==> config.mk <==
export PLATFORM = sky130hd
export DESIGN_NAME = acfb_front
export DESIGN_NICKNAME = d
export VERILOG_FILES = /design/src/rtl/core/aes_cfb128_byte_decryptor_top_assert.svh /design/src/rtl/core/acfb_pkg.sv /design/src/rtl/core/acfb_front.sv
export SDC_FILE = /design/constraint.sdc
export NUM_CORES = 1
export LEC_CHECK = 0
export ABC_AREA = 1
export BUFFER_PORTS_ARGS = -buffer_cell sky130_fd_sc_hd__clkbuf_2
export CAP_MARGIN = 20
export CORE_AREA = 2 2 69 71
export CTS_CLUSTER_DIAMETER = 200
export CTS_CLUSTER_SIZE = 28
export DETAILED_ROUTE_END_ITERATION = 12
export DIE_AREA = 0 0 71 73
export GPL_TIMING_DRIVEN = 0
export PLACE_DENSITY_LB_ADDON = 0.12
export SYNTH_ARGS = -nofsm -noshare
export SYNTH_HDL_FRONTEND = slang
export SYNTH_SLANG_ARGS = --single-unit
export TNS_END_PERCENT = 10
==> constraint.sdc <==
create_clock -name clk -period 2.25 [get_ports clk]
set_clock_uncertainty 0.2 [all_clocks]
set_input_delay 0.225 -clock clk [delete_from_list [all_inputs] [get_ports clk]]
set_output_delay 0.225 -clock clk [all_outputs]
set_load 0.02 [all_outputs]
==> src/rtl/core/aes_cfb128_byte_decryptor_top_assert.svh <==
// Assertion macros for the CFB-128 byte decryptor top level.
// Needs a clock named clk and a reset named rst in the including scope.
`ifndef AES_CFB128_BYTE_DECRYPTOR_TOP_ASSERT_SVH
`define AES_CFB128_BYTE_DECRYPTOR_TOP_ASSERT_SVH

// same-cycle implication
`define ACFB_ASSERT_IMP(lbl, ante, cons) \
  lbl: assert property (@(posedge clk) disable iff (rst) (ante) |-> (cons)) \
    else $error("acfb assertion failed");

// next-cycle implication
`define ACFB_ASSERT_NEXT(lbl, ante, cons) \
  lbl: assert property (@(posedge clk) disable iff (rst) (ante) |=> (cons)) \
    else $error("acfb assertion failed");

`endif

==> src/rtl/core/acfb_pkg.sv <==
// Shared types, constants and AES round functions for the CFB-128 decryptor.
// No dependencies.
package acfb_pkg;

  localparam int unsigned BLOCK_BYTES = 16;
  localparam logic [3:0] LAST_POS = 4'(BLOCK_BYTES - 1);

  localparam logic [2:0] REG_MODE   = 3'd0;
  localparam logic [2:0] REG_KEY0   = 3'd1;
  localparam logic [2:0] REG_KEY1   = 3'd2;
  localparam logic [2:0] REG_KEY2   = 3'd3;
  localparam logic [2:0] REG_KEY3   = 3'd4;
  localparam logic [2:0] REG_IV_UP  = 3'd5;
  localparam logic [2:0] REG_IV_LO  = 3'd6;

  localparam logic [1:0] MODE_128 = 2'd0;
  localparam logic [1:0] MODE_192 = 2'd1;

  typedef struct packed {
    logic         load;
    logic [1:0]   mode;
    logic [255:0] key;
    logic [127:0] iv;
  } cfg_t;

  typedef struct packed {
    logic       valid;
    logic [3:0] pos;
    logic [7:0] data;
  } head_t;

  typedef struct packed {
    logic         en;
    logic [3:0]   row;
    logic [127:0] data;
  } rk_wr_t;

  localparam logic [7:0] SBOX [256] = '{
    8'h63,8'h7c,8'h77,8'h7b,8'hf2,8'h6b,8'h6f,8'hc5,8'h30,8'h01,8'h67,8'h2b,8'hfe,8'hd7,8'hab,8'h76,
    8'hca,8'h82,8'hc9,8'h7d,8'hfa,8'h59,8'h47,8'hf0,8'had,8'hd4,8'ha2,8'haf,8'h9c,8'ha4,8'h72,8'hc0,
    8'hb7,8'hfd,8'h93,8'h26,8'h36,8'h3f,8'hf7,8'hcc,8'h34,8'ha5,8'he5,8'hf1,8'h71,8'hd8,8'h31,8'h15,
    8'h04,8'hc7,8'h23,8'hc3,8'h18,8'h96,8'h05,8'h9a,8'h07,8'h12,8'h80,8'he2,8'heb,8'h27,8'hb2,8'h75,
    8'h09,8'h83,8'h2c,8'h1a,8'h1b,8'h6e,8'h5a,8'ha0,8'h52,8'h3b,8'hd6,8'hb3,8'h29,8'he3,8'h2f,8'h84,
    8'h53,8'hd1,8'h00,8'hed,8'h20,8'hfc,8'hb1,8'h5b,8'h6a,8'hcb,8'hbe,8'h39,8'h4a,8'h4c,8'h58,8'hcf,
    8'hd0,8'hef,8'haa,8'hfb,8'h43,8'h4d,8'h33,8'h85,8'h45,8'hf9,8'h02,8'h7f,8'h50,8'h3c,8'h9f,8'ha8,
    8'h51,8'ha3,8'h40,8'h8f,8'h92,8'h9d,8'h38,8'hf5,8'hbc,8'hb6,8'hda,8'h21,8'h10,8'hff,8'hf3,8'hd2,
    8'hcd,8'h0c,8'h13,8'hec,8'h5f,8'h97,8'h44,8'h17,8'hc4,8'ha7,8'h7e,8'h3d,8'h64,8'h5d,8'h19,8'h73,
    8'h60,8'h81,8'h4f,8'hdc,8'h22,8'h2a,8'h90,8'h88,8'h46,8'hee,8'hb8,8'h14,8'hde,8'h5e,8'h0b,8'hdb,
    8'he0,8'h32,8'h3a,8'h0a,8'h49,8'h06,8'h24,8'h5c,8'hc2,8'hd3,8'hac,8'h62,8'h91,8'h95,8'he4,8'h79,
    8'he7,8'hc8,8'h37,8'h6d,8'h8d,8'hd5,8'h4e,8'ha9,8'h6c,8'h56,8'hf4,8'hea,8'h65,8'h7a,8'hae,8'h08,
    8'hba,8'h78,8'h25,8'h2e,8'h1c,8'ha6,8'hb4,8'hc6,8'he8,8'hdd,8'h74,8'h1f,8'h4b,8'hbd,8'h8b,8'h8a,
    8'h70,8'h3e,8'hb5,8'h66,8'h48,8'h03,8'hf6,8'h0e,8'h61,8'h35,8'h57,8'hb9,8'h86,8'hc1,8'h1d,8'h9e,
    8'he1,8'hf8,8'h98,8'h11,8'h69,8'hd9,8'h8e,8'h94,8'h9b,8'h1e,8'h87,8'he9,8'hce,8'h55,8'h28,8'hdf,
    8'h8c,8'ha1,8'h89,8'h0d,8'hbf,8'he6,8'h42,8'h68,8'h41,8'h99,8'h2d,8'h0f,8'hb0,8'h54,8'hbb,8'h16
  };

  function automatic logic [7:0] xt(input logic [7:0] v);
    return {v[6:0], 1'b0} ^ (v[7] ? 8'h1b : 8'h00);
  endfunction

  function automatic logic [31:0] sub_word(input logic [31:0] w);
    return {SBOX[w[31:24]], SBOX[w[23:16]], SBOX[w[15:8]], SBOX[w[7:0]]};
  endfunction

  // mode 3 saturates to AES-256
  function automatic logic [3:0] num_rounds(input logic [1:0] mode);
    logic [3:0] r;
    unique case (mode)
      MODE_128: r = 4'd10;
      MODE_192: r = 4'd12;
      default:  r = 4'd14;
    endcase
    return r;
  endfunction

  function automatic logic [3:0] num_key_words(input logic [1:0] mode);
    return 4'(num_rounds(mode) - 4'd6);
  endfunction

  // SubBytes, ShiftRows and, unless last, MixColumns; byte 0 in the top bits
  function automatic logic [127:0] aes_round(input logic [127:0] s, input logic last);
    logic [7:0] b [16];
    logic [7:0] t [16];
    logic [127:0] r;
    logic [7:0] a0, a1, a2, a3, al;
    int c, i;
    for (i = 0; i < 16; i++) b[i] = s[127 - 8*i -: 8];
    for (c = 0; c < 4; c++)
      for (i = 0; i < 4; i++)
        t[4*c + i] = SBOX[b[4*((c + i) & 3) + i]];
    for (c = 0; c < 4; c++) begin
      a0 = t[4*c];
      a1 = t[4*c + 1];
      a2 = t[4*c + 2];
      a3 = t[4*c + 3];
      al = a0 ^ a1 ^ a2 ^ a3;
      if (last) begin
        r[127 - 32*c -: 32] = {a0, a1, a2, a3};
      end else begin
        r[127 - 32*c -: 32] = {a0 ^ al ^ xt(a0 ^ a1), a1 ^ al ^ xt(a1 ^ a2),
                               a2 ^ al ^ xt(a2 ^ a3), a3 ^ al ^ xt(a3 ^ a0)};
      end
    end
    return r;
  endfunction

endpackage

==> src/rtl/core/acfb_front.sv <==
// Front end: accepts ciphertext bytes, tags each with its block position, queues them.
// Depends on acfb_pkg.
module acfb_front import acfb_pkg::*; #(
  parameter int unsigned DEPTH = 4
) (
  input  logic       clk,
  input  logic       rst,
  input  logic       cfg_load,
  input  logic       in_push,
  input  logic [7:0] in_data,
  output logic       q_full,
  output head_t      head,
  input  logic       head_pop
);

  localparam int unsigned PW = (DEPTH > 1) ? $clog2(DEPTH) : 1;
  localparam int unsigned CW = $clog2(DEPTH + 1);

  logic [7:0]    q_data [DEPTH];
  logic [3:0]    q_pos  [DEPTH];
  logic [PW-1:0] wr_ptr, rd_ptr;
  logic [CW-1:0] count;
  logic [3:0]    pos;
  logic          do_push, do_pop;

  assign q_full  = (count == CW'(DEPTH));
  assign do_push = in_push && !q_full;
  assign do_pop  = head_pop && (count != '0);

  always_ff @(posedge clk) begin
    if (rst || cfg_load) begin
      wr_ptr <= '0;
      rd_ptr <= '0;
      count  <= '0;
      pos    <= '0;
    end else begin
      if (do_push) begin
        wr_ptr <= (wr_ptr == PW'(DEPTH - 1)) ? '0 : wr_ptr + PW'(1);
        pos    <= pos + 4'd1;
      end
      if (do_pop) rd_ptr <= (rd_ptr == PW'(DEPTH - 1)) ? '0 : rd_ptr + PW'(1);
      if (do_push && !do_pop) count <= count + CW'(1);
      else if (do_pop && !do_push) count <= count - CW'(1);
    end
  end

  always_ff @(posedge clk) begin
    if (do_push) begin
      q_data[wr_ptr] <= in_data;
      q_pos[wr_ptr]  <= pos;
    end
  end

  assign head.valid = (count != '0);
  assign head.pos   = q_pos[rd_ptr];
  assign head.data  = q_data[rd_ptr];

endmodule

# ---- Word level (Yosys, flattened, before mapping)
# Memory sizes are Yosys's and may differ from the RTL's. A register that Yosys moved wholly into a read port is not among the register bits.
# Index checks and enable logic that the tools add are counted.
dict set report op_classes {
  n_mux 10
  eq_ne 3
  n_addsub 5
  reduce_logical 10
}
# operator n
set op_table {}
lappend op_table {{2-bit two-way mux} 6}
lappend op_table {{3-bit two-way mux} 2}
lappend op_table {{2-bit by 1-bit adder with 2-bit output (second input constant)} 2}
lappend op_table {{4-bit by 1-bit adder with 4-bit output (second input constant)} 1}
lappend op_table {{2-bit == test (second input constant)} 2}
lappend op_table {{1-bit logical AND} 4}
lappend op_table {{3-bit by 1-bit adder with 3-bit output (second input constant)} 1}
lappend op_table {{3-bit == test (second input constant)} 1}
lappend op_table {{1-bit logical NOT} 3}
lappend op_table {{3-bit nonzero test} 1}
lappend op_table {{3-bit by 1-bit subtractor with 3-bit output (second input constant)} 1}
lappend op_table {{1-bit two-way mux} 2}
lappend op_table {{2-bit nonzero test} 1}
lappend op_table {{1-bit logical OR} 1}
dict set report word_totals {
  output_inout_bits 14
  word_cells 34
  reg_bits 11
  input_bits 13
  ramBits 48
  mem_count 2
}
# memory words width rd rd_ports_with_merged_regs write_ports line
set memory_table {}
lappend memory_table {q_data 4 8 1 1 1 acfb_front.sv:19} ;# logic [7:0] q_data [DEPTH];
lappend memory_table {q_pos 4 4 1 1 1 acfb_front.sv:20} ;# logic [3:0] q_pos [DEPTH];

# ---- Logic depth before layout (Yosys ltp)
# Gate-level depths: netlist (run 1).
dict set report depth {
  depth_word 7
  ltp_mapped 12
  mapped_depth_nobuf 12
}

# ---- Worst setup path after synthesis (run 1)
# OpenSTA, ideal clock, no wires.
dict set report synth_path {
  path_kind {reg2reg}
  start {reg count[0]}
  end {reg count[2]}
  setup_time_ns 0.113
  setup_slack_ns 0.331
  path_buffers 0
  arrival_time_ns 1.606
  t_required_ns 1.937
  stages_incl_launch_ff 13
  period_less_slack_ns 1.919
  path_cell_list {dfxtp_1 > nor2_4 > nand2_4 > nand2_2 > ha_1 > inv_1 > fa_1 > inv_1 > nand2_1 > nand3_1 > nand2_1 > nand2_1 > nor2_1}
}
# item line
set synth_lines {}
lappend synth_lines {{start: declaration} acfb_front.sv:22} ;# logic [CW-1:0] count;
lappend synth_lines {{start signal: assignment} acfb_front.sv:42} ;# if (do_push && !do_pop) count <= count + CW'(1);
lappend synth_lines {{start signal: assignment} acfb_front.sv:43} ;# else if (do_pop && !do_push) count <= count - CW'(1);

# ---- Worst setup path in the final report (run 1)
dict set report layout_path {
  start {in in_push}
  end {reg count[2]}
}
dict set report layout_via {
  elab_chain_cells 4
  word_cells_on_any_way 6
  cone_classes {mux (1); reduce/logical (5)}
}
# item line
set layout_lines {}
lappend layout_lines {{start: declaration} acfb_front.sv:9} ;# input logic in_push,
lappend layout_lines {{1-bit logical AND *} acfb_front.sv:27} ;# assign do_push = in_push && !q_full;
lappend layout_lines {{via do_push} acfb_front.sv:24} ;# logic do_push, do_pop;
lappend layout_lines {{1-bit logical NOT} acfb_front.sv:43}
lappend layout_lines {{1-bit logical AND} acfb_front.sv:43}
lappend layout_lines {{2-bit nonzero test (no source line)} -}
# Mark *: on every way through the listed nets, which the timed path passes. The rest lies on a longest branch.
# A chain may end at the register's enable or synchronous reset.

==> results.md, run 1 <==
- Status: completed
- Synth warn: 0
- Startpoint types: primary input
- Clk_lat worst skew: 330 ps
- Post-synthesis simple-gate area fraction: approximately 12%
- Final worst-path cycle share: a little over nine tenths
- Fin util: about two thirds
- Met1 Usage GRT: between 20% and 30%
- Max-cap violations: 0
- Worst endpoint required time: ~2300 ps
- Total CTS buffers: 9
- First-pass GRT wire length: around 7500 microns
- CP startpoint: in_push
- Detail Route Antenna Nets: 0
- NetSw: around 0.00057 W
- Hold path cells: 3
- Clock network fraction of total power: between 30% and 40%
- Sw frac: a little under a quarter
- Unique masters post-synth: 20
- Die Span X: ~70 microns
- Worst flop-to-flop path endpoint: count[2]
- IO buf count: 26
- Min cycle time layout: approximately 2100 ps
- Tightest Pin Transition: 549 ps
- GR Util All Layers: between 15 and 20%
- Synth Area per Inst: 11.8 sq um
- Met3 Resource Use GR: between 5 and 6%
- Placer congestion estimate: around 0.74
- WL/cell: around 14 microns
- Area Overhead vs Synth: 21.8%
- Post-Syn Area: 2470 sq um
- Critical path type: primary input to flop
- GR Overflow Total: 0
- Critical Path Fanout Max: 5
- Arrival @ worst endpoint: between 2000 and 2500 ps
- Drt total wl: 4620 microns
- Number of global-route vias before repair: 1634
- Largest family of logic cells by synthesized area: simple AND/OR/NAND/NOR gates
- Reg-to-reg slack, setup: about 210 ps
- Syn Nets: 230
- Hold Crit Endpoint: rd_ptr[1]
- Clock transition at path regs: 60 ps
- Pwr dens: ~830 nW/um^2
- Final Hold Viols: 0
- Nets: between 200 and 300
- Core ar.: 4540 sq um
- Static Leak: between 1 and 1.5 nW
- Largest net degree at the start of global routing: 13
- TritonCTS clock tree: yes
- Via count: approximately 1700
- Flop pwr share: about half
- Drc violations: 0
- Drt pass-1 iters: 4
- Int Pwr: 0.00193 W
- Number of clock sinks: 61
- Share of cells above drive strength 1: between 20% and 30%
- Num rows: 25
- Hold crit path type: primary input to flop
- Worst hold margin: 15.8 ps
- Final setup TNS: 0 ps
- Worst VDD drop: 0.467 mV
- Register-to-Register Path Depth: 11
- Commonest non-fill, non-tap cell in the layout: edfxtp_1
- Mux contribution to synthesized area: 0%
- #FFs+latches synth: 61
- M2 GR Usage: 34.7%
- DRT iter0 DRCs: ~160
- Adder-Cell Fraction of Synth Area: under 10%
- Worst setup EP type: flop
- Height of the die: about 73 microns
- Post-Layout Cell Count: 320
- Fmax: about 0.47 GHz
- Final max-slew violation count: 0
- Seq/Total Area, Yosys: 68.8%
- Detailed placement HPWL: about 2800 microns
- Starting Density: between 50% and 60%
- GRT Max-Usage Layer: met2
- Most frequent cells in the layout: edfxtp_1, nor2_1, o21ai_0
- I/O pins: 27
- Comb pwr share: a little over a tenth
- Initial antenna violation count: 0
- Dpl cells: just under 300
- Hold Startpoint: head_pop
- Clk root buf: clkbuf_8
- Compound-Gate Fraction of Synth Area: between 10 and 15%
- Max clock buf depth: 2
- Slew margin rel.: about 63%
- Die area: about 5200 sq um
- FF-to-FF Start: count[0]
- Xor/xnor share of the synthesized area: 0%
- H-tree depth: 3
- # diodes: 0
- Vias per cell: 5.29
- Final Setup Violations: 0
- Cell count after synthesis: 209
## worst max-delay path: stages
cell and delay, ps:
dlygate4sd3_1 520, clkbuf_2 150, a21boi_4 250, ha_2 210, inv_1 60, fa_1 380, inv_1 60, nand2_1 40
nand3_1 80, nand2_1 60, nand2_1 60, nor2_1 40
## per-layer routing
layer  vias to the layer above  wire (microns)
li1                        842               -
met3                         8             242
met1                       797            1920
met5                         -               0
met2                        46            2370
met4                         0              86
## worst max-delay path by stage
stage	cells past startpoint	end
floorplan	12	count[2]
global placement	4	q_data[3][6]
detailed placement	4	q_pos[2][0]
CTS	4	q_pos[2][0]
global route	12	count[2]
finish	12	count[2]
## through the flow
step	total power (W)	worst slack, ps	instance area, sq um
after floorplan	0.00146	331	2470
after global placement	0.00154	17.8	2670
after detailed placement	0.00155	80.7	2690
final	0.00250	132	3010
after global routing	0.00261	-11.8	3010
after CTS	0.00252	70.2	2980
## what timing repair did
action,in CTS,in global routing
hold buffers,9,0
setup endpoints to repair,0,1
endpoints found under the hold margin,33,0
resized for setup,0,1
setup buffers,0,2
## sequential cells by signal (all words and copies together) (netlist names), named ones only
signal  cells
count       3
pos         4
q_data     32
q_pos      16
rd_ptr      2
wr_ptr      2
## power by group through the flow
stage	combinational, W	clock [W]	sequential (W)
after floorplan	0.000163	0	0.00130
after global placement	0.000238	0	0.00131
after detailed placement	0.000244	0	0.00131
after CTS	0.000259	0.000977	0.00128
after global routing	0.000293	0.00103	0.00129
final	0.000263	0.000960	0.00128
## synth_stat cells, drive strengths merged
library cell	count	area, sq um
nor2	42	165
ha	7	87.6
fa	1	20.0
dfxtp	13	260
o21ai	28	140
clkbuf	2	7.51
o22ai	12	75.1
a21oi	6	33.8
nand4	1	6.26
edfxtp	48	1440
nand3	5	25.0
buf	4	20.0
a21boi	1	18.8
inv	17	63.8
nand2	22	108
## logic make-up (layout without fill, tap and decap cells)
group,count (synthesis),after routing
flip-flops,61,61
AO/OA/AOI/OAI,47,47
adder cells (fa/ha/maj),8,8
AND/OR/NAND/NOR,70,70
buffers and inverters,23,80
## final cells by class
type,count,area (sq um)
Buffer,6,27.5
Clock buffer,15,166
Clock inverter,1,30.0
Fill cell,349,1520
Inverter,17,63.8
Multi-Input combinational cell,125,682
Sequential cell,61,1700
Tap cell,54,67.6
Timing Repair Buffer,41,273
Note: power is estimated with default switching activity, not from simulation.
==> run 2: changes to the inputs <==
Settings changed: SETUP_SLACK_MARGIN set to 0.15.
==> run 2 against run 1 <==
Combinational power hardly changed; sequential share of layout area is 0.13 points higher; cell area hardly changed; critical path type is now flop to output pin.
==> results.md, run 2 (same netlist as run 1, synthesis figures left out) <==
- Worst setup EP type: output pin
- Number of global-route vias before repair: 1644 (+0.61%)
- Final setup TNS: 0 ps (unchanged)
- Register-to-Register Path Depth: 12 (+1)
- Arrival @ worst endpoint: 1580 ps (-560 ps)
- Final Hold Viols: 0 (unchanged)
- Most frequent cells in the layout: edfxtp_1, nor2_1, clkbuf_2, o21ai_0, nand2_1
- WL/cell: 14.4 microns (about the same)
- FF-to-FF Start: count[0]
- Detail Route Antenna Nets: 0 (unchanged)
- # diodes: 0 (unchanged)
- Final max-slew violation count: 0 (unchanged)
- Slew margin rel.: 53.2% (-10 points)
- Final worst-path cycle share: 89.2% (-5.0 points)
- Max clock buf depth: 2 (unchanged)
- First-pass GRT wire length: 7520 microns (+0.75%)
- Number of flip-flops in the largest register: 32 (unchanged)
- Worst path max stage delay: 450 ps (-70 ps)
- WL met3: 222 microns (-8.3%)
- Fmax: 0.498 GHz (+5.6%)
- GR Util All Layers: 20.0% (+0.15 points)
- Area Overhead vs Synth: 21.7% (about the same)
- Fin util: 66.3% (about the same)
- Fillers: 352 (+0.86%)
- CP bufs+invs: 2 (-2)
- GR Overflow Total: 0 (unchanged)
- Worst flop-to-flop path endpoint: count[2]
- Placer congestion estimate: 0.744 (unchanged)
- Detailed placement HPWL: 2840 microns (unchanged)
- Min cycle time layout: 2010 ps (-111 ps)
- Worst endpoint required time: 1820 ps (-450 ps)
- Static Leak: 1.16 nW (+0.22%)
- Initial antenna violation count: 0 (unchanged)
- Top routing layer used: met4
- Metal-1 WL: 1880 microns (-2.5%)
- Core ar.: 4540 sq um (unchanged)
- Crit-path cells: buf_2 -> o21ai_0 -> o22ai_1 -> clkbuf_2
- Largest net degree at the start of global routing: 13 (unchanged)
- Critical Path Fanout Max: 10 (+5)
- Critical path type: flop to output pin
- Max-cap violations: 0 (unchanged)
- Clk_lat worst skew: 330 ps (about the same)
- Nets: 281 (-0.35%)
- Share of cells above drive strength 1: 23.0% (+1.2 points)
- H-tree depth: 3 (unchanged)
- Number of clock sinks: 61 (unchanged)
- Drt pass-1 iters: 4 (unchanged)
- DRT iter0 DRCs: 148 (-4.5%)
- Register area: 1700 sq um (+0.15%)
- Setup crit end: head[11]
- Biggest register: q_data
- Slowest CP cell: dfxtp_1
- WL met2: 2420 microns (+2.4%)
- Vias per cell: 5.18 (-2.2%)
- Height of the die: 73 microns (unchanged)
- Commonest non-fill, non-tap cell in the layout: edfxtp_1
- Biggest regs: q_data: 32 flops, q_pos: 16 flops, pos: 4 flops
- Die area: 5180 sq um (unchanged)
- Num rows: 25 (unchanged)
- Pre-CTS setup slack: 80.7 ps (unchanged)
- Die Span X: 71 microns (unchanged)
- Worst VDD drop: 0.468 mV (about the same)
- IO buf count: 26 (unchanged)
- Multi-input gate area: 682 sq um (unchanged)
- I/O pins: 27 (unchanged)
- TritonCTS clock tree: yes
- Total CTS buffers: 9 (unchanged)
- Fin worst setup slack: 243 ps (+111 ps)
- Pwr dens: 832 nW/um^2 (about the same)
- Clock transition at path regs: 60 ps (about the same)
- Hold crit path type: primary input to flop
- Tightest Pin Transition: 701 ps (+152 ps)
- Drt total wl: 4600 microns (-0.41%)
- Startpoint types: flop
- Via count: 1651 (-2.5%)
- Drc violations: 0 (unchanged)
- Unrepaired setup endpoints after global routing: yes
- Final Setup Violations: 0 (unchanged)
- Clk root buf: clkbuf_8
- Instance count on the critical path: 4 (-8)
- Starting Density: 54.5% (unchanged)
- Status: completed
- Reg-to-reg slack, setup: 250 ps (+40 ps)
- Cell family with most CP delay: buffers and inverters
- Hold path cells: 3 (unchanged)
## run 2: cell count changes in the layout (fill, tap and decap cells not counted), moves of 2 or more
cell | before | now
dfxtp_1 | 13 | 11
clkbuf_1 | 6 | 4
clkbuf_2 | 26 | 28
dfxtp_2 | 0 | 2
## run 2: worst min-delay path: stages
cell      delay (ps)
clkbuf_2         100
nand3_1           80
a21oi_1           80
## run 2: per-stage QoR
stage / hold slack (ps) / cell area (sq um) / cells / power (W)
final: 13.1 / 3010 / 319 / 0.00250
after global placement: 243 / 2670 / 289 / 0.00154
after floorplan: 124 / 2470 / 209 / 0.00146
after CTS: 3.68 / 2980 / 316 / 0.00252
after detailed placement: 250 / 2690 / 291 / 0.00155
after global routing: 22.2 / 3010 / 319 / 0.00261
## run 2: layout make-up
cell class              count  area share (%)
inverters                  17            2.12
clock buffers              15            5.53
plain buffers               6           0.998
flip-flops and latches     61            56.6
well taps                  54            2.25
clock inverters             1           0.998
repair buffers             40            8.81
multi-input cells         125            22.7
## run 2: what timing repair did
| item | CTS | global route |
|---|---|---|
| buffers inserted | 0 | 2 |
| resized for setup | 1 | 6 |
| pin swaps | 0 | 1 |
| hold buffers | 9 | 0 |
| setup endpoints to repair | 26 | 12 |
| hold endpoints to repair | 33 | 0 |
## run 2: worst min-delay path by stage
stage	to	startpoint
3_3_place_gp	q_data[3][1]	in_data[1]
6_report	flop	head_pop
5_1_grt	rd_ptr[1]	head_pop
2_1_floorplan	q_data[0][0]	in_data[0]
4_1_cts	rd_ptr[1]	head_pop
3_5_place_dp	q_data[0][5]	in_data[5]
## run 2: where the power goes
part	total (W)	switching (W)	internal [W]
clock network	0.000959	0.000385	0.000574
registers	0.00128	0.0000231	0.00126
logic	0.000262	0.000165	0.0000969
total	0.00250	0.000572	0.00193
## run 2: metal layers
layer,vias to the layer above,track usage (%)
met2,35,35.1
met5,-,0
met4,0,9.43
met1,771,22.8
met3,7,5.39
li1,838,-
==> run 3: changes to the inputs <==
Settings changed: PLACE_DENSITY_LB_ADDON 0.12 to 0.05, RECOVER_POWER set to 25.
==> run 3 against run 2 <==
Critical path depth increased by 2; clock power decreased by 22%; non-clock buffer count up 1; wire length is 7.4% higher; combinational power up 3%; first-iteration DRC count decreased by 11%; maximum frequency down 3.5%; worst hold slack gained 2.5 ps; power shrank 8.0%; clock-buffer cell count decreased by 4; sequential share of layout area grew 0.75 points; critical path type is now flop to flop; highest routed layer unchanged.
==> results.md, run 3 (same netlist as run 1, synthesis figures left out) <==
- Status: completed
- Final max-slew violation count: 0 (unchanged)
- I/O pins: 27 (unchanged)
- Final worst-path cycle share: 92.4% (+3.2 points)
- Flop pwr share: 55.8% (+4.6 points)
- Worst VDD drop: 0.475 mV (+1.6%)
- Fmax: 0.481 GHz (-3.5%)
- Drc violations: 0 (unchanged)
- NetSw: 0.000562 W (-1.8%)
- Comb pwr share: 11.8% (+1.3 points)
- WL/cell: 15.5 microns (+7.4%)
- Detailed placement HPWL: 3360 microns (+18%)
- Largest net degree at the start of global routing: 11 (-2)
- Max clock buf depth: 2 (unchanged)
- Total CTS buffers: 9 (unchanged)
- IO buf count: 26 (unchanged)
- Worst endpoint required time: 2080 ps (+260 ps)
- Clk_lat worst skew: 320 ps (about the same)
- Cell family with most CP delay: simple AND/OR/NAND/NOR gates
- Final Hold Viols: 0 (unchanged)
- Hold crit path type: primary input to flop
- Fillers: 349 (-0.85%)
- TritonCTS clock tree: yes
- Clock transition at path regs: 60 ps (about the same)
- Worst path max stage delay: 540 ps (+90 ps)
- Detail Route Antenna Nets: 0 (unchanged)
- Slowest CP cell: nor2_1
- DRT iter0 DRCs: 131 (-11%)
- Critical Path Fanout Max: 9 (-1)
- Number of global-route vias before repair: 1657 (+0.79%)
- Max-cap violations: 0 (unchanged)
- Die area: 5180 sq um (unchanged)
- H-tree depth: 3 (unchanged)
- Placer congestion estimate: 0.737 (-0.85%)
- Worst setup EP type: flop
- Min cycle time layout: 2080 ps (+72.5 ps)
- Die Span X: 71 microns (unchanged)
- Crit-path cells: nor2_4 -> buf_4 -> nand2_4 -> nand2_4 -> nor2_1 -> buf_6
- Clock network fraction of total power: 32.5% (-5.8 points)
- Sw frac: 24.4% (+1.6 points)
- Drt total wl: 4940 microns (+7.4%)
- Number of clock sinks: 61 (unchanged)
- Height of the die: 73 microns (unchanged)
- Static Leak: 1.13 nW (-2.8%)
- Tightest Pin Transition: 695 ps (-5.74 ps)
- Dpl cells: 293 (+0.69%)
- Starting Density: 54.5% (unchanged)
- Core ar.: 4540 sq um (unchanged)
- Number of flip-flops in the largest register: 32 (unchanged)
- Final setup TNS: 0 ps (unchanged)
- GR Util All Layers: 21.0% (+1.0 points)
- Share of cells above drive strength 1: 21.1% (-1.9 points)
- Num rows: 25 (unchanged)
- Clk root buf: clkbuf_8
- Slew margin rel.: 53.5% (+0.26 points)
- Unrepaired setup endpoints after global routing: yes
- Most frequent cells in the layout: edfxtp_1, nor2_1, o21ai_0
- Via count: 1687 (+2.2%)
- First-pass GRT wire length: 7980 microns (+6.1%)
- Startpoint types: flop
- Int Pwr: 0.00174 W (-9.9%)
- Commonest non-fill, non-tap cell in the layout: edfxtp_1
- Nets: 282 (+0.36%)
- Final Setup Violations: 0 (unchanged)
- Area Overhead vs Synth: 20.0%
- Vias per cell: 5.29 (+2.2%)
- GR Overflow Total: 0 (unchanged)
- CP bufs+invs: 2 (unchanged)
- Critical path type: flop to flop
- Arrival @ worst endpoint: 1910 ps (+330 ps)
- Most used cell, CP: nand2_4
- Initial antenna violation count: 0 (unchanged)
- # diodes: 0 (unchanged)
- Pwr dens: 775 nW/um^2 (-6.8%)
- Drt pass-1 iters: 4 (unchanged)
- Biggest regs: q_data: 32 flops, q_pos: 16 flops, pos: 4 flops
- Post-Layout Cell Count: 319 (unchanged)
- Biggest register: q_data
==> run 3: cell count changes in the layout (fill, tap and decap cells not counted) <==
cell | previous run | this run
clkbuf_1 | 4 | 7
bufinv_16 | 1 | 0
buf_6 | 2 | 4
fa_2 | 0 | 1
clkinv_1 | 0 | 3
clkbuf_2 | 28 | 23
clkbuf_8 | 11 | 9
dfxtp_1 | 11 | 12
fa_1 | 1 | 0
dfxtp_2 | 2 | 1
clkinv_2 | 0 | 1
dlygate4sd3_1 | 9 | 8
==> run 3: cell type report <==
class                      instances  area (sq um)  area share [%]
buffer                             6          30.0            1.01
clock buffer                      11           131            4.43
clock inverter                     4          16.3           0.548
inverter                          17          63.8            2.15
multi-input combinational        125           684            23.1
sequential                        61          1700            57.4
tap                               54          67.6            2.28
timing repair buffer              41           272            9.15
==> run 3: path summary, 6_finish.rpt <==
check / from / to / slack [ps] / depth (start not counted)
worst max register to register: count[1] / q_pos[3][1] / 170 / 6
worst min register to register: rd_ptr[1] / rd_ptr[1] / 300 / 2
worst max-delay path: count[1] / q_pos[3][1] / 170 / 6
worst min-delay path: in_push / pos[2] / 20 / 3
==> run 3: timing repair <==
action                                 CTS  global route
hold buffers                             8             0
pin swaps                                0             3
resized for setup                        3             2
setup endpoints to repair                7             7
setup buffers                            0             3
endpoints found under the hold margin   32             0
==> run 3: power groups by stage <==
stage | combinational, W | sequential, W | clock (W)
after floorplan | 0.000163 | 0.00130 | 0
after detailed placement | 0.000254 | 0.00131 | 0
final | 0.000271 | 0.00128 | 0.000747
after global routing | 0.000302 | 0.00129 | 0.000814
after global placement | 0.000232 | 0.00130 | 0
after CTS | 0.000265 | 0.00128 | 0.000760
==> run 3: per-stage QoR <==
stage / util, % / total power [W] / hold WS (ps) / setup slack [ps] / area (sq um)
6_report: 65.4 / 0.00230 / 15.6 / 171 / 2970
5_1_grt: 65.4 / 0.00240 / 16.4 / 72.0 / 2970
4_1_cts: 65.0 / 0.00231 / 5.71 / 118 / 2950
3_5_place_dp: 59.9 / 0.00156 / 250 / 94.0 / 2720
3_3_place_gp: 58.9 / 0.00154 / 236 / 71.4 / 2670
2_1_floorplan: - / 0.00146 / 124 / 331 / 2470
==> run 3: worst reg2reg max path, stage by stage, from the launching register on <==
cell and delay [ps]:
dfxtp_1 420, nor2_4 90, buf_4 150, nand2_4 70, nand2_4 80, nor2_1 540, buf_6 230
==> run 3: per-layer routing <==
| metal | routed length (microns) | vias up | track usage [%] |
|---|---|---|---|
| met5 | 0 | - | 0 |
| met4 | 48 | 0 | 5.03 |
| met3 | 191 | 6 | 6.63 |
| met2 | 2670 | 43 | 38.0 |
| met1 | 2030 | 803 | 24.4 |
| li1 | - | 835 | - |
