===== config.mk =====
export PLATFORM = sky130hd
export DESIGN_NAME = acfb_regs
export DESIGN_NICKNAME = d
export VERILOG_FILES = /design/src/rtl/core/aes_cfb128_byte_decryptor_top_assert.svh /design/src/rtl/core/acfb_pkg.sv /design/src/rtl/core/acfb_regs.sv
export SDC_FILE = /design/constraint.sdc
export NUM_CORES = 1
export LEC_CHECK = 0
export BUFFER_PORTS_ARGS = -buffer_cell sky130_fd_sc_hd__buf_2
export CORE_MARGIN = 5
export CORE_UTILIZATION = 35
export DETAILED_ROUTE_END_ITERATION = 10
export PLACE_DENSITY = 0.61
export RECOVER_POWER = 25
export SYNTH_ARGS = -nofsm -noshare
export SYNTH_HDL_FRONTEND = slang
export SYNTH_SLANG_ARGS = --single-unit

===== constraint.sdc =====
create_clock -name clk -period 1.37 [get_ports clk]
set_clock_uncertainty 0.15 [all_clocks]
set_input_delay 0.0685 -clock clk [delete_from_list [all_inputs] [get_ports clk]]
set_output_delay 0.0685 -clock clk [all_outputs]
set_load 0.1 [all_outputs]

===== src/rtl/core/aes_cfb128_byte_decryptor_top_assert.svh =====
// Assertion macros for the CFB-128 byte decryptor top level.
// Needs a clock named clk and a reset named rst in the including scope.
`ifndef AES_CFB128_BYTE_DECRYPTOR_TOP_ASSERT_SVH
`define AES_CFB128_BYTE_DECRYPTOR_TOP_ASSERT_SVH

// same-cycle implication
`define ACFB_ASSERT_IMP(lbl, ante, cons) \
  lbl: assert property (@(posedge clk) disable iff (rst) (ante) |-> (cons)) \
    else $error("acfb assertion failed");

// next-cycle implication
`define ACFB_ASSERT_NEXT(lbl, ante, cons) \
  lbl: assert property (@(posedge clk) disable iff (rst) (ante) |=> (cons)) \
    else $error("acfb assertion failed");

`endif


===== src/rtl/core/acfb_pkg.sv =====
// Shared types, constants and AES round functions for the CFB-128 decryptor.
// No dependencies.
package acfb_pkg;

  localparam int unsigned BLOCK_BYTES = 16;
  localparam logic [3:0] LAST_POS = 4'(BLOCK_BYTES - 1);

  localparam logic [2:0] REG_MODE   = 3'd0;
  localparam logic [2:0] REG_KEY0   = 3'd1;
  localparam logic [2:0] REG_KEY1   = 3'd2;
  localparam logic [2:0] REG_KEY2   = 3'd3;
  localparam logic [2:0] REG_KEY3   = 3'd4;
  localparam logic [2:0] REG_IV_UP  = 3'd5;
  localparam logic [2:0] REG_IV_LO  = 3'd6;

  localparam logic [1:0] MODE_128 = 2'd0;
  localparam logic [1:0] MODE_192 = 2'd1;

  typedef struct packed {
    logic         load;
    logic [1:0]   mode;
    logic [255:0] key;
    logic [127:0] iv;
  } cfg_t;

  typedef struct packed {
    logic       valid;
    logic [3:0] pos;
    logic [7:0] data;
  } head_t;

  typedef struct packed {
    logic         en;
    logic [3:0]   row;
    logic [127:0] data;
  } rk_wr_t;

  localparam logic [7:0] SBOX [256] = '{
    8'h63,8'h7c,8'h77,8'h7b,8'hf2,8'h6b,8'h6f,8'hc5,8'h30,8'h01,8'h67,8'h2b,8'hfe,8'hd7,8'hab,8'h76,
    8'hca,8'h82,8'hc9,8'h7d,8'hfa,8'h59,8'h47,8'hf0,8'had,8'hd4,8'ha2,8'haf,8'h9c,8'ha4,8'h72,8'hc0,
    8'hb7,8'hfd,8'h93,8'h26,8'h36,8'h3f,8'hf7,8'hcc,8'h34,8'ha5,8'he5,8'hf1,8'h71,8'hd8,8'h31,8'h15,
    8'h04,8'hc7,8'h23,8'hc3,8'h18,8'h96,8'h05,8'h9a,8'h07,8'h12,8'h80,8'he2,8'heb,8'h27,8'hb2,8'h75,
    8'h09,8'h83,8'h2c,8'h1a,8'h1b,8'h6e,8'h5a,8'ha0,8'h52,8'h3b,8'hd6,8'hb3,8'h29,8'he3,8'h2f,8'h84,
    8'h53,8'hd1,8'h00,8'hed,8'h20,8'hfc,8'hb1,8'h5b,8'h6a,8'hcb,8'hbe,8'h39,8'h4a,8'h4c,8'h58,8'hcf,
    8'hd0,8'hef,8'haa,8'hfb,8'h43,8'h4d,8'h33,8'h85,8'h45,8'hf9,8'h02,8'h7f,8'h50,8'h3c,8'h9f,8'ha8,
    8'h51,8'ha3,8'h40,8'h8f,8'h92,8'h9d,8'h38,8'hf5,8'hbc,8'hb6,8'hda,8'h21,8'h10,8'hff,8'hf3,8'hd2,
    8'hcd,8'h0c,8'h13,8'hec,8'h5f,8'h97,8'h44,8'h17,8'hc4,8'ha7,8'h7e,8'h3d,8'h64,8'h5d,8'h19,8'h73,
    8'h60,8'h81,8'h4f,8'hdc,8'h22,8'h2a,8'h90,8'h88,8'h46,8'hee,8'hb8,8'h14,8'hde,8'h5e,8'h0b,8'hdb,
    8'he0,8'h32,8'h3a,8'h0a,8'h49,8'h06,8'h24,8'h5c,8'hc2,8'hd3,8'hac,8'h62,8'h91,8'h95,8'he4,8'h79,
    8'he7,8'hc8,8'h37,8'h6d,8'h8d,8'hd5,8'h4e,8'ha9,8'h6c,8'h56,8'hf4,8'hea,8'h65,8'h7a,8'hae,8'h08,
    8'hba,8'h78,8'h25,8'h2e,8'h1c,8'ha6,8'hb4,8'hc6,8'he8,8'hdd,8'h74,8'h1f,8'h4b,8'hbd,8'h8b,8'h8a,
    8'h70,8'h3e,8'hb5,8'h66,8'h48,8'h03,8'hf6,8'h0e,8'h61,8'h35,8'h57,8'hb9,8'h86,8'hc1,8'h1d,8'h9e,
    8'he1,8'hf8,8'h98,8'h11,8'h69,8'hd9,8'h8e,8'h94,8'h9b,8'h1e,8'h87,8'he9,8'hce,8'h55,8'h28,8'hdf,
    8'h8c,8'ha1,8'h89,8'h0d,8'hbf,8'he6,8'h42,8'h68,8'h41,8'h99,8'h2d,8'h0f,8'hb0,8'h54,8'hbb,8'h16
  };

  function automatic logic [7:0] xt(input logic [7:0] v);
    return {v[6:0], 1'b0} ^ (v[7] ? 8'h1b : 8'h00);
  endfunction

  function automatic logic [31:0] sub_word(input logic [31:0] w);
    return {SBOX[w[31:24]], SBOX[w[23:16]], SBOX[w[15:8]], SBOX[w[7:0]]};
  endfunction

  // mode 3 saturates to AES-256
  function automatic logic [3:0] num_rounds(input logic [1:0] mode);
    logic [3:0] r;
    unique case (mode)
      MODE_128: r = 4'd10;
      MODE_192: r = 4'd12;
      default:  r = 4'd14;
    endcase
    return r;
  endfunction

  function automatic logic [3:0] num_key_words(input logic [1:0] mode);
    return 4'(num_rounds(mode) - 4'd6);
  endfunction

  // SubBytes, ShiftRows and, unless last, MixColumns; byte 0 in the top bits
  function automatic logic [127:0] aes_round(input logic [127:0] s, input logic last);
    logic [7:0] b [16];
    logic [7:0] t [16];
    logic [127:0] r;
    logic [7:0] a0, a1, a2, a3, al;
    int c, i;
    for (i = 0; i < 16; i++) b[i] = s[127 - 8*i -: 8];
    for (c = 0; c < 4; c++)
      for (i = 0; i < 4; i++)
        t[4*c + i] = SBOX[b[4*((c + i) & 3) + i]];
    for (c = 0; c < 4; c++) begin
      a0 = t[4*c];
      a1 = t[4*c + 1];
      a2 = t[4*c + 2];
      a3 = t[4*c + 3];
      al = a0 ^ a1 ^ a2 ^ a3;
      if (last) begin
        r[127 - 32*c -: 32] = {a0, a1, a2, a3};
      end else begin
        r[127 - 32*c -: 32] = {a0 ^ al ^ xt(a0 ^ a1), a1 ^ al ^ xt(a1 ^ a2),
                               a2 ^ al ^ xt(a2 ^ a3), a3 ^ al ^ xt(a3 ^ a0)};
      end
    end
    return r;
  endfunction

endpackage


===== src/rtl/core/acfb_regs.sv =====
// APB configuration registers: key length mode, cipher key and IV.
// Depends on acfb_pkg.
module acfb_regs import acfb_pkg::*; (
  input  logic        clk,
  input  logic        rst,
  input  logic        psel,
  input  logic        penable,
  input  logic        pwrite,
  input  logic [5:0]  paddr,
  input  logic [63:0] pwdata,
  output logic [63:0] prdata,
  output logic        pready,
  output cfg_t        cfg
);

  logic [1:0]  mode;
  logic [63:0] key_w [4];
  logic [63:0] iv_up, iv_lo;
  logic        load;
  logic [2:0]  idx;
  logic        wr;

  assign idx    = paddr[5:3];
  assign wr     = psel && penable && pwrite;
  assign pready = 1'b1;

  always_ff @(posedge clk) begin
    if (rst) begin
      mode  <= MODE_128;
      key_w <= '{default: '0};
      iv_up <= '0;
      iv_lo <= '0;
      load  <= 1'b0;
    end else begin
      load <= wr && (idx <= REG_IV_LO);
      if (wr) begin
        unique case (idx)
          REG_MODE:  mode     <= pwdata[1:0];
          REG_KEY0:  key_w[0] <= pwdata;
          REG_KEY1:  key_w[1] <= pwdata;
          REG_KEY2:  key_w[2] <= pwdata;
          REG_KEY3:  key_w[3] <= pwdata;
          REG_IV_UP: iv_up    <= pwdata;
          REG_IV_LO: iv_lo    <= pwdata;
          default:   ;
        endcase
      end
    end
  end

  always_comb begin
    unique case (idx)
      REG_MODE:  prdata = {62'd0, mode};
      REG_KEY0:  prdata = key_w[0];
      REG_KEY1:  prdata = key_w[1];
      REG_KEY2:  prdata = key_w[2];
      REG_KEY3:  prdata = key_w[3];
      REG_IV_UP: prdata = iv_up;
      REG_IV_LO: prdata = iv_lo;
      default:   prdata = '0;
    endcase
  end

  assign cfg.load = load;
  assign cfg.mode = mode;
  assign cfg.key  = {key_w[0], key_w[1], key_w[2], key_w[3]};
  assign cfg.iv   = {iv_up, iv_lo};

endmodule


After elaboration in Yosys (flattened, before gate mapping):

Cells that the tools add are included.

* register bits after elaboration: 387
* logic and storage cells: 27

* reductions and logical operators: 11
* muxes and demuxes: 1
* order comparisons: 1
* equal/unequal tests: 6

Operators with widths (count)
* case mux 64 bit (7 select lines): 1
* AND reduction 2 bit: 7
* == test 3 bit (second input constant): 3
* == test 3 x 2 -> 1 bit (second input constant): 2
* == test 3 x 1 -> 1 bit (second input constant): 1
* less-or-equal comparator 3 bit (second input constant): 1
* logical AND 1 bit: 3
* zero test 3 bit: 1

Longest topological paths before layout:

Gate-level depths: netlist of run 1.

* depth in word-level cells: 3
* mapped depth: 7
* depth with buffers taken out: 3

Least setup slack after synthesis of run 1:

Ideal clock, no wire load.

* path kind: register to output
* from: register key_w, in the netlist cfg[193]
* to: output port prdata[1]
* arrival time: 3061 ps
* required time: 1151 ps
* stages on the path, launching flop included: 4
* slack: -1909 ps
* path through: dfxtp_1 mux2i_1 or2_2 a31oi_1

* longest elaborated chain between the ends: 1

RTL lines
* start: declaration: line acfb_regs.sv:17 `logic [63:0] key_w [4];`
* case mux 64 bit (7 select lines): line acfb_regs.sv:52 `unique case (idx)`
* end: declaration: line acfb_regs.sv:11 `output logic [63:0] prdata,`

No other way between the ends.

Worst setup path in the final report of run 1:

* from: register iv_up[27]
* to: output port prdata[27]

* longest elaborated chain between the ends: 1

RTL lines
* start: declaration: line acfb_regs.sv:18 `logic [63:0] iv_up, iv_lo;`
* start signal: assignment: line acfb_regs.sv:43 `REG_IV_UP: iv_up <= pwdata;`
* case mux 64 bit (7 select lines): line acfb_regs.sv:52

No other way between the ends.

==> summary.md, run 1 <==
Hold violation count in the final report: 0. Summed over all instances, the cell type with the most area after synthesis is dfxtp_1. The maximum number of pins on one net before global-route repair came out at 57. The area share of the largest cell type after synthesis is 0.428, and the number of violations reported at the end of detailed-routing iteration 0 is 642. TritonCTS built the clock tree.

The main combinational cell family by area after synthesis is multiplexers. The number of port buffers is 522, and the average wire per standard cell is 26.1 µm. The global-route track usage on met2 is 0.492, and the leakage power is 15.5 nW. The clock drives 387 sinks.

STA classifies the critical path startpoint as a flip-flop. The number of distinct standard cells referenced by the synthesized netlist came out at 36. The tool flagged a number of max-cap violations equal to 0.

On the critical path the largest part of the delay comes from buffers and inverters. For this run, the slowest stage of the critical path takes 340 ps. Counting every instance in the synthesized netlist gives 1,699. Yosys mapped a number of flops with a built-in enable equal to 0.

The final worst-path cycle share is 1.51. The area of the die was 56,400 µm². The wire length of the first global-routing pass was 125,000 µm; the antenna violation net count after detailed routing was 0. The run gives -431 ps as the pre-CTS setup slack. Total power for the finished layout comes to 27.1 mW. Proportion of layout cells with a drive suffix above 1: 0.602. The fraction of synthesized cell area in xor and xnor cells works out to 0.

The critical path contains buffers and inverters numbering 2 combined. The logs give -704 ps for the post-layout worst setup margin and 53,900 µm for the HPWL after detailed placement. STA classifies the critical path endpoint as an output port. In the post-synthesis netlist, the biggest area contributors are dfxtp_1 43%, mux2i_1 24%, nand2b_1 16%, mux2_2 3.2%, a22oi_1 2.8%. The area added between synthesis and finish was 99.6%; the worst endpoint data arrival time was 1860 ps. Each instance of the synthesized netlist takes up on average 10.7 µm². The checks that failed: negative setup slack. Derived from the worst setup path, the maximum achievable clock frequency is 0.482 GHz.

The tools report the met1 global-route usage as 0.338. The tools report the via count of the routed design as 16.9k. The adder and majority cell fraction of the synthesized area works out to 0. The run gives 0.353 as the initial core utilization. The signal on the critical path passes through mux2_2 -> a221oi_2 -> buf_4 -> a21oi_4 -> buf_12. The clock tree synthesis step divided the H-tree into 2 levels. Clock-pin slew was measured on the worst setup and hold paths at 60 ps.

The clock root buffer is clkbuf_16. The total global-route track usage was 0.286; the shortest clock period the worst path allows after layout was 2070 ps. For the worst setup path, the data required time is 1150 ps.

The number of nets handed over by synthesis was 1,774. At the end of routability-driven placement, the weighted congestion stood at 0.851. The horizontal die dimension works out to 238 µm. The tightest slew margin relative to the limit is 0.314, and the number of detailed-routing iterations run before antenna repair is 5.

The share of synthesized cell area in and, or, nand and nor gates is 0.167, and the count of synthesis-stage warnings from yosys is 0. The total overflow left after global routing is 0. The type of the most critical hold path is in -> reg. Category of the most critical setup path: reg -> out. The utilization of the core after routing was 0.705; the number of antenna violations at the first check in global routing was 3.

Setup repair after global routing could not meet its margin everywhere. By count the netlist is led by 452 x nand2b_1, 432 x mux2i_1, 387 x dfxtp_1, 68 x a22oi_1, 56 x clkbuf_1. The proportion of register bits with asynchronous set or reset after synthesis is 0.

The tools report the final number of setup-violating endpoints as 294. The latest clock arrival within the worst-skew pair is 550 ps. The sequential share of the synthesized area was 0.428; the ratio of total power to cell area was 751 nW/µm². VDD sags by at most 0.698 mV. The most used flip-flop cell after synthesis is dfxtp_1. The number of synthesized register bits works out to 387.

For the clock buffer count from CTS, the log shows 45. The die height works out to 238 µm. The final number of max-transition violations came out at 0. Summed over all layers, the routed wires come to 83,800 µm.

The maximum root-to-sink buffer count was 3. The maximum net fanout on the critical path was 2. The flow ran to the end, but the final reports show violations. In this run the count of I/O pins placed on the die edge is 527. The share of synthesized area spent on multiplexers is 0.272. The layer flagged by global routing as most heavily used is met2. In this run the core area contains 83 standard-cell rows.

The via count normalized by instance count works out to 5.26. On the critical path, the stage with the largest delay is an instance of dfxtp_4. The most common cell in the synthesized netlist is nand2b_1. In the routed design, unresolved DRC markers number 0. The mapped netlist covers 18,100 µm². At the end of the flow, the number of nets in the layout was 2,567.

The run gives 51,300 µm² as the placeable core area. The number of global-route vias before repair was 18.7k. Compound-cell area share of the yosys netlist: 0.0819. The transition time at the pin with the least slew margin is 1030 ps, and the global-route met3 utilization is 0.0763.
[metrics by stage]
stage,setup TNS [ps],cells,instance area (µm²),hold slack [ps]
after floorplan,-13620,1699,21000,135
after global placement,-87740,2980,28800,305
after detailed placement,-92540,2980,28800,310
after CTS,-94370,3181,35900,9.21
after global routing,-58470,3209,36100,59.2
final,-44220,3211,36200,60.9
[timing repair]
| action | 4_1_cts | 5_1_grt |
|---|---|---|
| endpoints found under the setup margin | 417 | 585 |
| pin swaps | 32 | 10 |
| endpoints found under the hold margin | 387 | 0 |
| gates resized for setup | 1203 | 88 |
| gates cloned | 0 | 0 |
| hold buffers | 86 | 0 |
| buffers inserted | 32 | 75 |
[worst paths after layout]
path	start	depth (start not counted)	slack, ps	end
setup / recovery	iv_up[27]$_SDFFE_PP0P_	5	-700	prdata[27]
hold / removal	paddr[5]	5	60	cfg[317]$_SDFFE_PP0P_
setup reg to reg	iv_up[32]$_SDFFE_PP0P_	3	340	iv_up[32]$_SDFFE_PP0P_
hold reg to reg	cfg[192]$_SDFFE_PP0P_	2	360	cfg[192]$_SDFFE_PP0P_
[cells by family after synthesis]
logic type / Yosys count
muxes: 484
and+or+nand+nor: 483
DFF: 387
AOI/OAI and AO/OA: 194
buffers and inverters: 150
other: 1
[layout make-up]
class | count | area [µm²]
diodes | 2 | 5.00
flip-flops and latches | 387 | 9150
fillers | 3272 | 15100
multi-input cells | 1162 | 11300
clock buffers | 72 | 1360
inverters | 1 | 5.00
well taps | 680 | 851
repair buffers | 895 | 13400
clock inverters | 12 | 92.6
[power breakdown]
| part | internal (mW) | total, mW | leakage (nW) | switching, mW |
|---|---|---|---|---|
| combinational | 1.79 | 4.42 | 11.4 | 2.62 |
| sequential | 10.7 | 10.8 | 3.43 | 0.119 |
| clock | 6.99 | 11.9 | 0.711 | 4.93 |
[routing by layer]
metal / up-vias / share of wire
met3: 214 / 0.065
met2: 593 / 0.49
met4: 4 / 0.045
met5: - / 0.00032
li1: 7640 / -
met1: 8438 / 0.39
[worst register-to-register path: cells and delay by family (launching register included)]
family,cells,cell delay [ps]
and+or+nand+nor,1,70
muxes,1,210
buffers and inverters,1,110
DFF,1,390
[flip-flops by register name (all words and copies together) (netlist names)]
signal	cells
cfg	256
iv_up	64
load	1
mode	2
iv_lo	64
[cell usage in the layout, fill, tap and decap left out, drive strengths merged]
master         instances
a2bb2oi               26
inv                    1
mux2                  51
a21oi                 34
o221ai                28
and4                   1
and4b                  1
conb                   1
a31oi                  1
and2                   1
clkinv                 9
nand2                 15
or2                    1
a221oi                34
mux2i                432
a311oi                 1
clkinvlp               2
nor3b                  1
nor3                   1
nor2                   1
diode                  2
clkbuf                79
buf                  806
nor2b                  6
mux4                   1
o2bb2ai                1
nand3                  2
dlymetal6s4s           7
clkdlybuf4s25          1
dfxtp                387
dlygate4sd3           74
and3b                  1
a22o                   1
a22oi                 68
bufinv                 1
nand2b               452
Note: power is estimated with default switching activity, not from simulation.
==> run 2, diff against run 1 <==
--- a/config.mk
+++ b/config.mk
@@ -6,11 +6,13 @@
 export NUM_CORES = 1
 export LEC_CHECK = 0
 export BUFFER_PORTS_ARGS = -buffer_cell sky130_fd_sc_hd__buf_2
+export CAP_MARGIN = 20
 export CORE_MARGIN = 5
 export CORE_UTILIZATION = 35
 export DETAILED_ROUTE_END_ITERATION = 10
 export PLACE_DENSITY = 0.61
 export RECOVER_POWER = 25
+export SKIP_CTS_REPAIR_TIMING = 1
 export SYNTH_ARGS = -nofsm -noshare
 export SYNTH_HDL_FRONTEND = slang
 export SYNTH_SLANG_ARGS = --single-unit
==> summary.md, run 2 (synthesized netlist as in run 1, its figures left out) <==
The final reports fail on negative hold slack, negative setup slack. The final number of setup-violating endpoints was 364 (+24%); the number of violations reported at the end of detailed-routing iteration 0 was 673 (+4.8%). The final worst-path cycle share was 1.56 (+0.0458); the via count normalized by instance count was 5.28 (+0.44%). The area growth from synthesis to layout is 96.5%. Setup repair after global routing could not meet its margin everywhere. The shortest clock period the worst path allows after layout was 2140 ps (+62.7 ps); the maximum net fanout on the critical path was 2 (unchanged). The number of flip-flops in the largest register is 256 (unchanged). The run gives 2 (+2) as the hold violation count in the final report. The tools report the maximum root-to-sink buffer count as 3 (unchanged). The count of filler cells inserted in the layout came out at 3,330 (+1.8%). The logs give 527 (unchanged) for the number of top-level pins and 4 (+1) for the number of antenna violations at the first check in global routing. The post-layout worst setup margin is -767 ps (-62.7 ps), and the number of detailed-routing iterations run before antenna repair is 4 (-1). The run gives -6.20 ps (-67.1 ps) as the worst hold slack after final layout. In the layout the commonest cells are 482 x buf_12, 451 x nand2b_1, 416 x mux2i_1. The latest clock arrival within the worst-skew pair is 560 ps (about the same). The upper clock frequency limit is 0.468 GHz (-2.9%), and the horizontal die dimension is 238 µm (unchanged). The transition time at the pin with the least slew margin works out to 855 ps (-174 ps). The type of the most critical hold path is in -> reg. The tools report the final number of max-transition violations as 0 (unchanged). The worst setup path is captured at an output port. The tools report the number of global-route vias before repair as 16.7k (-11%).

For the placer congestion estimate, the log shows 0.851 (unchanged). Tightest slew margin relative to the limit: 0.430 (+0.116). The tools report the initial core utilization as 0.353 (unchanged). The die height was 238 µm (unchanged); the ratio of total power to cell area was 761 nW/µm² (+1.3%). The required time of the worst setup path is 1150 ps (about the same).

The category of the most critical setup path was reg -> out. The placeable core area is 51,300 µm² (unchanged), and the area of the die is 56,400 µm² (unchanged). The maximum number of pins on one net before global-route repair was 65 (+14%); the post-detailed-routing wire length was 82,400 µm (-1.6%). The leakage power is 15.2 nW (-2.0%).

For the number of max-cap violations, the log shows 0 (unchanged). The run gives 360 ps (+20 ps) as the worst reg-to-reg setup slack. TritonCTS built the clock tree. The footprint of the flip-flops and latches is 9130 µm² (-0.22%). The run gives -52,520 ps (-8310 ps) as the final total negative setup slack. The number of rows created at floorplan is 83 (unchanged), and the average wire per standard cell is 26.1 µm (about the same). The tools report the clock root buffer as clkbuf_16.

Total global routing overflow: 0 (unchanged). The flow ran to the end, but the final reports show violations. The via count of the routed design is 16.7k (-1.1%), and the number of port buffers is 522 (unchanged).

The post-CTS clock slew at the launch and capture registers of the worst setup and hold paths came out at 60 ps (about the same). The proportion of layout cells with a drive suffix above 1 is 0.598 (-0.00367), and the antenna violation net count after detailed routing is 0 (unchanged). The run gives 2 (unchanged) as the maximum level of the CTS H-tree. The HPWL after detailed placement was 53,900 µm (unchanged); the clock buffer count from CTS was 45 (unchanged). The number of sinks driven by the clock tree was 387 (unchanged). The worst setup path is launched from a flip-flop. The area of the multi-input gates was 11,300 µm² (about the same). Net count of the finished layout: 2,519 (-1.9%). Leaving out fill and tap cells, the most frequent cell in the layout is buf_12. The worst endpoint data arrival time is 1920 ps (+60 ps), and the total global-route track usage is 0.252 (-0.0337). For the remaining routing DRC violations, the log shows 0 (unchanged). The wire length of the first global-routing pass is 109,000 µm (-12%). The maximum vdd ir drop came out at 0.702 mV (+0.64%).
==> run 2: changes by cell type in the layout (fill, tap and decap cells not counted), moves of 7 or more <==
| cell | before | now |
|---|---|---|
| dfxtp_4 | 365 | 357 |
| dlymetal6s4s_1 | 7 | 0 |
| buf_6 | 105 | 78 |
| buf_4 | 132 | 119 |
| buf_12 | 491 | 482 |
| dfxtp_2 | 22 | 30 |
| buf_8 | 11 | 23 |
==> run 2: final cells by class <==
cell class | instances | area share
Clock buffer | 72 | 0.0382
Multi-Input combinational cell | 1162 | 0.317
Timing Repair Buffer | 847 | 0.361
Tap cell | 680 | 0.0239
Sequential cell | 387 | 0.256
Antenna cell | 2 | 0.000141
Clock inverter | 12 | 0.00260
Inverter | 1 | 0.000141
==> run 2: critical path, cell delays in order (launching register included) <==
cell	delay (ps)
dfxtp_4	340
mux2_2	270
a221oi_2	310
buf_4	190
a21oi_4	40
buf_12	180
==> run 2: layer usage <==
layer / GRT usage / vias up / wire length, µm
li1: - / 7542 / -
met4: 0.0749 / 4 / 3510
met3: 0.0666 / 205 / 5370
met1: 0.312 / 8326 / 32900
met2: 0.432 / 632 / 40600
met5: 0 / - / 23
==> run 2: final timing paths <==
kind                          startpoint                endpoint  depth (start not counted)
setup / recovery  iv_up[27]$_SDFFE_PP0P_              prdata[27]                          5
hold / removal                       rst   cfg[292]$_SDFFE_PP0P_                          4
setup reg to reg  iv_lo[37]$_SDFFE_PP0P_  iv_lo[37]$_SDFFE_PP0P_                          4
hold reg to reg   iv_lo[43]$_SDFFE_PP0P_  iv_lo[43]$_SDFFE_PP0P_                          2
==> run 2: where the power goes <==
part           internal, mW  leakage, nW  total, mW  switching, mW
Clock                  6.98        0.711       11.9           4.92
Sequential             10.7         3.42       10.8          0.121
Combinational          1.75         11.1       4.35           2.60
==> run 2: through the flow <==
step	cells	cell area (µm²)	utilization	total power, mW	setup slack, ps
after floorplan	1699	21000	-	13.5	-354
after global placement	2980	28800	0.561	14.9	-376
after detailed placement	2980	28800	0.561	15.0	-431
after CTS	3064	30200	0.589	26.9	-747
after global routing	3161	35600	0.694	27.9	-794
final	3163	35600	0.694	27.1	-767
==> run 3, diff against run 2 <==
--- a/config.mk
+++ b/config.mk
@@ -7,7 +7,7 @@
 export LEC_CHECK = 0
 export BUFFER_PORTS_ARGS = -buffer_cell sky130_fd_sc_hd__buf_2
 export CAP_MARGIN = 20
-export CORE_MARGIN = 5
+export CORE_MARGIN = 3
 export CORE_UTILIZATION = 35
 export DETAILED_ROUTE_END_ITERATION = 10
 export PLACE_DENSITY = 0.61
==> summary.md, run 3 (synthesized netlist as in run 1, its figures left out) <==
The number of buffers and inverters on the critical path is 1 (-1), and the post-layout worst setup margin is -678 ps (+89.0 ps). The count of filler cells inserted in the layout is 3,253 (-2.3%). The tools report the number of max-cap violations as 0 (unchanged). The via count normalized by instance count came out at 5.29 (about the same). The number of detailed-routing iterations run before antenna repair is 5 (+1), and the HPWL after detailed placement is 53,500 µm (-0.67%). The pre-CTS setup slack is -404 ps (+26.5 ps). The run gives 257 (-29%) as the final number of setup-violating endpoints. The area of the multi-input gates was 11,300 µm² (-0.28%).

The die height came out at 234 µm (-1.7%). The logs give 3 (+1) for the hold violation count in the final report and 3 (unchanged) for the maximum root-to-sink buffer count. The shortest clock period the worst path allows after layout works out to 2050 ps (-89.0 ps). The worst register-to-register path ends at cfg[237]$_SDFFE_PP0P_. The final worst-path cycle share was 1.49 (-0.0650). The tree is rooted in a clkbuf_16. The latest clock arrival within the worst-skew pair is 570 ps (about the same). The number of port buffers works out to 522 (unchanged). For the required time of the worst setup path, the log shows 1150 ps (about the same).

The via count of the routed design was 16.7k (-0.17%). The worst hold slack after final layout was -53.4 ps (-47.2 ps); the total global-route track usage was 0.263 (+0.0107). Maximum net fanout on the critical path: 2 (unchanged).

Leaving out fill and tap cells, the most frequent cell in the layout is buf_12. The total global routing overflow is 0 (unchanged). The net count of the finished layout is 2,522 (+0.12%), and the number of flip-flops in the largest register is 256 (unchanged). For the worst endpoint data arrival time, the log shows 1830 ps (-90 ps). In the layout the commonest cells are 488 x buf_12, 451 x nand2b_1, 416 x mux2i_1. The placer congestion estimate is 0.847 (-0.52%). Number of cells traversed by the worst register-to-register path: 3 (-1). For the upper clock frequency limit, the log shows 0.488 GHz (+4.3%).

Initial core utilization: 0.357 (+0.00431). The worst hold path belongs to the class in -> reg. The clock buffer count from CTS was 46 (+2.2%).

The footprint of the flip-flops and latches is 9130 µm² (about the same), and the cell depth of the worst setup path is 3 (-2). The post-detailed-routing wire length came out at 81,700 µm (-0.95%). The antenna violation net count after detailed routing is 0 (unchanged), and the maximum level of the CTS H-tree is 2 (unchanged).

The ratio of total power to cell area was 765 nW/µm² (+0.54%). The run gives 0.583 (+0.153) as the tightest slew margin relative to the limit. The number of cells in the design after placement came out at 2,981 (+0.034%).

The cell family contributing the most delay on the critical path is multiplexers. The final number of max-transition violations was 0 (unchanged). TritonCTS built the clock tree. The logs give 82 (-1.2%) for the number of rows created at floorplan and 0 (unchanged) for the remaining routing DRC violations.

For the number of violations reported at the end of detailed-routing iteration 0, the log shows 688 (+2.2%). The number of top-level pins was 527 (unchanged). Setup repair after global routing could not meet its margin everywhere. The critical path goes through mux4_2 -> mux2_4 -> buf_12. The tools report the beginning of the worst register-to-register path as cfg[237]$_SDFFE_PP0P_. The delay of the slowest critical-path stage was 450 ps (+110 ps). The post-CTS clock slew at the launch and capture registers of the worst setup and hold paths came out at 60 ps (about the same). The logs give 3,156 (-0.22%) for the count of non-filler cells in the finished layout and 50,700 µm² (-1.2%) for the placeable core area.

The critical path ends at prdata[0]. The checks that failed: negative hold slack, negative setup slack. The horizontal die dimension is 234 µm (-1.7%).

The wire length of the first global-routing pass was 108,000 µm (-1.2%). The run gives 0.847 mV (+21%) as the maximum vdd ir drop. The number of antenna violations at the first check in global routing came out at 3 (-1). The flow ran to the end, but the final reports show violations. The critical path is of the reg -> out type.

The area of the die is 54,500 µm² (-3.3%). The proportion of layout cells with a drive suffix above 1 works out to 0.594 (-0.00451). The run gives 15.2 nW (-0.27%) as the leakage power.

The tools report the nature of the critical path startpoint as a flip-flop. The worst reg-to-reg setup slack was 350 ps (about the same). The critical path startpoint is iv_lo[0]$_SDFFE_PP0P_. On the critical path, the stage with the largest delay is an instance of mux4_2. STA classifies the critical path endpoint as an output port.

For the utilization of the core after routing, the log shows 0.702 (+0.00802). Average wire per standard cell: 25.9 µm (-0.73%). The transition time at the pin with the least slew margin came out at 625 ps (-230 ps). The maximum number of pins on one net before global-route repair came out at 55 (-15%). The run gives 16.6k (-0.75%) as the number of global-route vias before repair. The number of sinks driven by the clock tree is 387 (unchanged). Area added between synthesis and finish: 96.4% (about the same).
==> run 3: cell count changes in the layout (fill, tap and decap cells not counted), moves of 4 or more <==
cell           change
buf_8             -16
dfxtp_2           -11
dfxtp_1            +6
clkinv_1           +4
dfxtp_4            +5
dlygate4sd3_1      -5
clkbuf_8           -8
clkbuf_1           +4
buf_12             +6
buf_6             +14
==> run 3: how the worst min path moves through the flow <==
stage | depth (start not counted) | to | start
floorplan | 2 | load$_SDFF_PP0_ | penable
global placement | 3 | iv_up[50]$_SDFFE_PP0P_ | pwdata[50]
detailed placement | 3 | cfg[218]$_SDFFE_PP0P_ | pwdata[26]
CTS | 3 | iv_up[51]$_SDFFE_PP0P_ | pwdata[51]
global route | 4 | mode[1]$_SDFFE_PP0P_ | penable
finish | 4 | mode[1]$_SDFFE_PP0P_ | penable
==> run 3: metrics by stage <==
step | setup TNS, ps | power [mW] | instance area (µm²)
3_5_place_dp | -73860 | 15.0 | 28800
5_1_grt | -51460 | 28.0 | 35600
6_report | -41320 | 27.2 | 35600
2_1_floorplan | -13620 | 13.5 | 21000
3_3_place_gp | -63860 | 14.9 | 28800
4_1_cts | -101230 | 27.0 | 30200
==> run 3: layout make-up <==
| class | instances | area share |
|---|---|---|
| Multi-Input combinational cell | 1162 | 0.317 |
| Inverter | 1 | 0.000141 |
| Sequential cell | 387 | 0.257 |
| Clock buffer | 67 | 0.0364 |
| Clock inverter | 17 | 0.00461 |
| Antenna cell | 1 | 0.0000704 |
| Timing Repair Buffer | 849 | 0.362 |
| Tap cell | 672 | 0.0236 |
==> run 3: worst register-to-register path, stage by stage, from the launching register on <==
cell      delay [ps]
dfxtp_4          350
buf_6            100
nand2b_1          80
mux2i_1          240
==> run 3: metal layers <==
| metal | share of wire | wire length, µm | up-vias | global-route usage |
|---|---|---|---|---|
| li1 | - | - | 7543 | - |
| met1 | 0.40 | 32600 | 8354 | 0.322 |
| met2 | 0.50 | 40700 | 614 | 0.458 |
| met3 | 0.068 | 5510 | 167 | 0.0611 |
| met4 | 0.034 | 2810 | 2 | 0.0773 |
| met5 | 0.00020 | 16 | - | 0 |
==> run 3: report_power, final <==
part	internal, mW	switching [mW]
sequential	10.7	0.123
combinational	1.73	2.58
clock	7.12	4.97
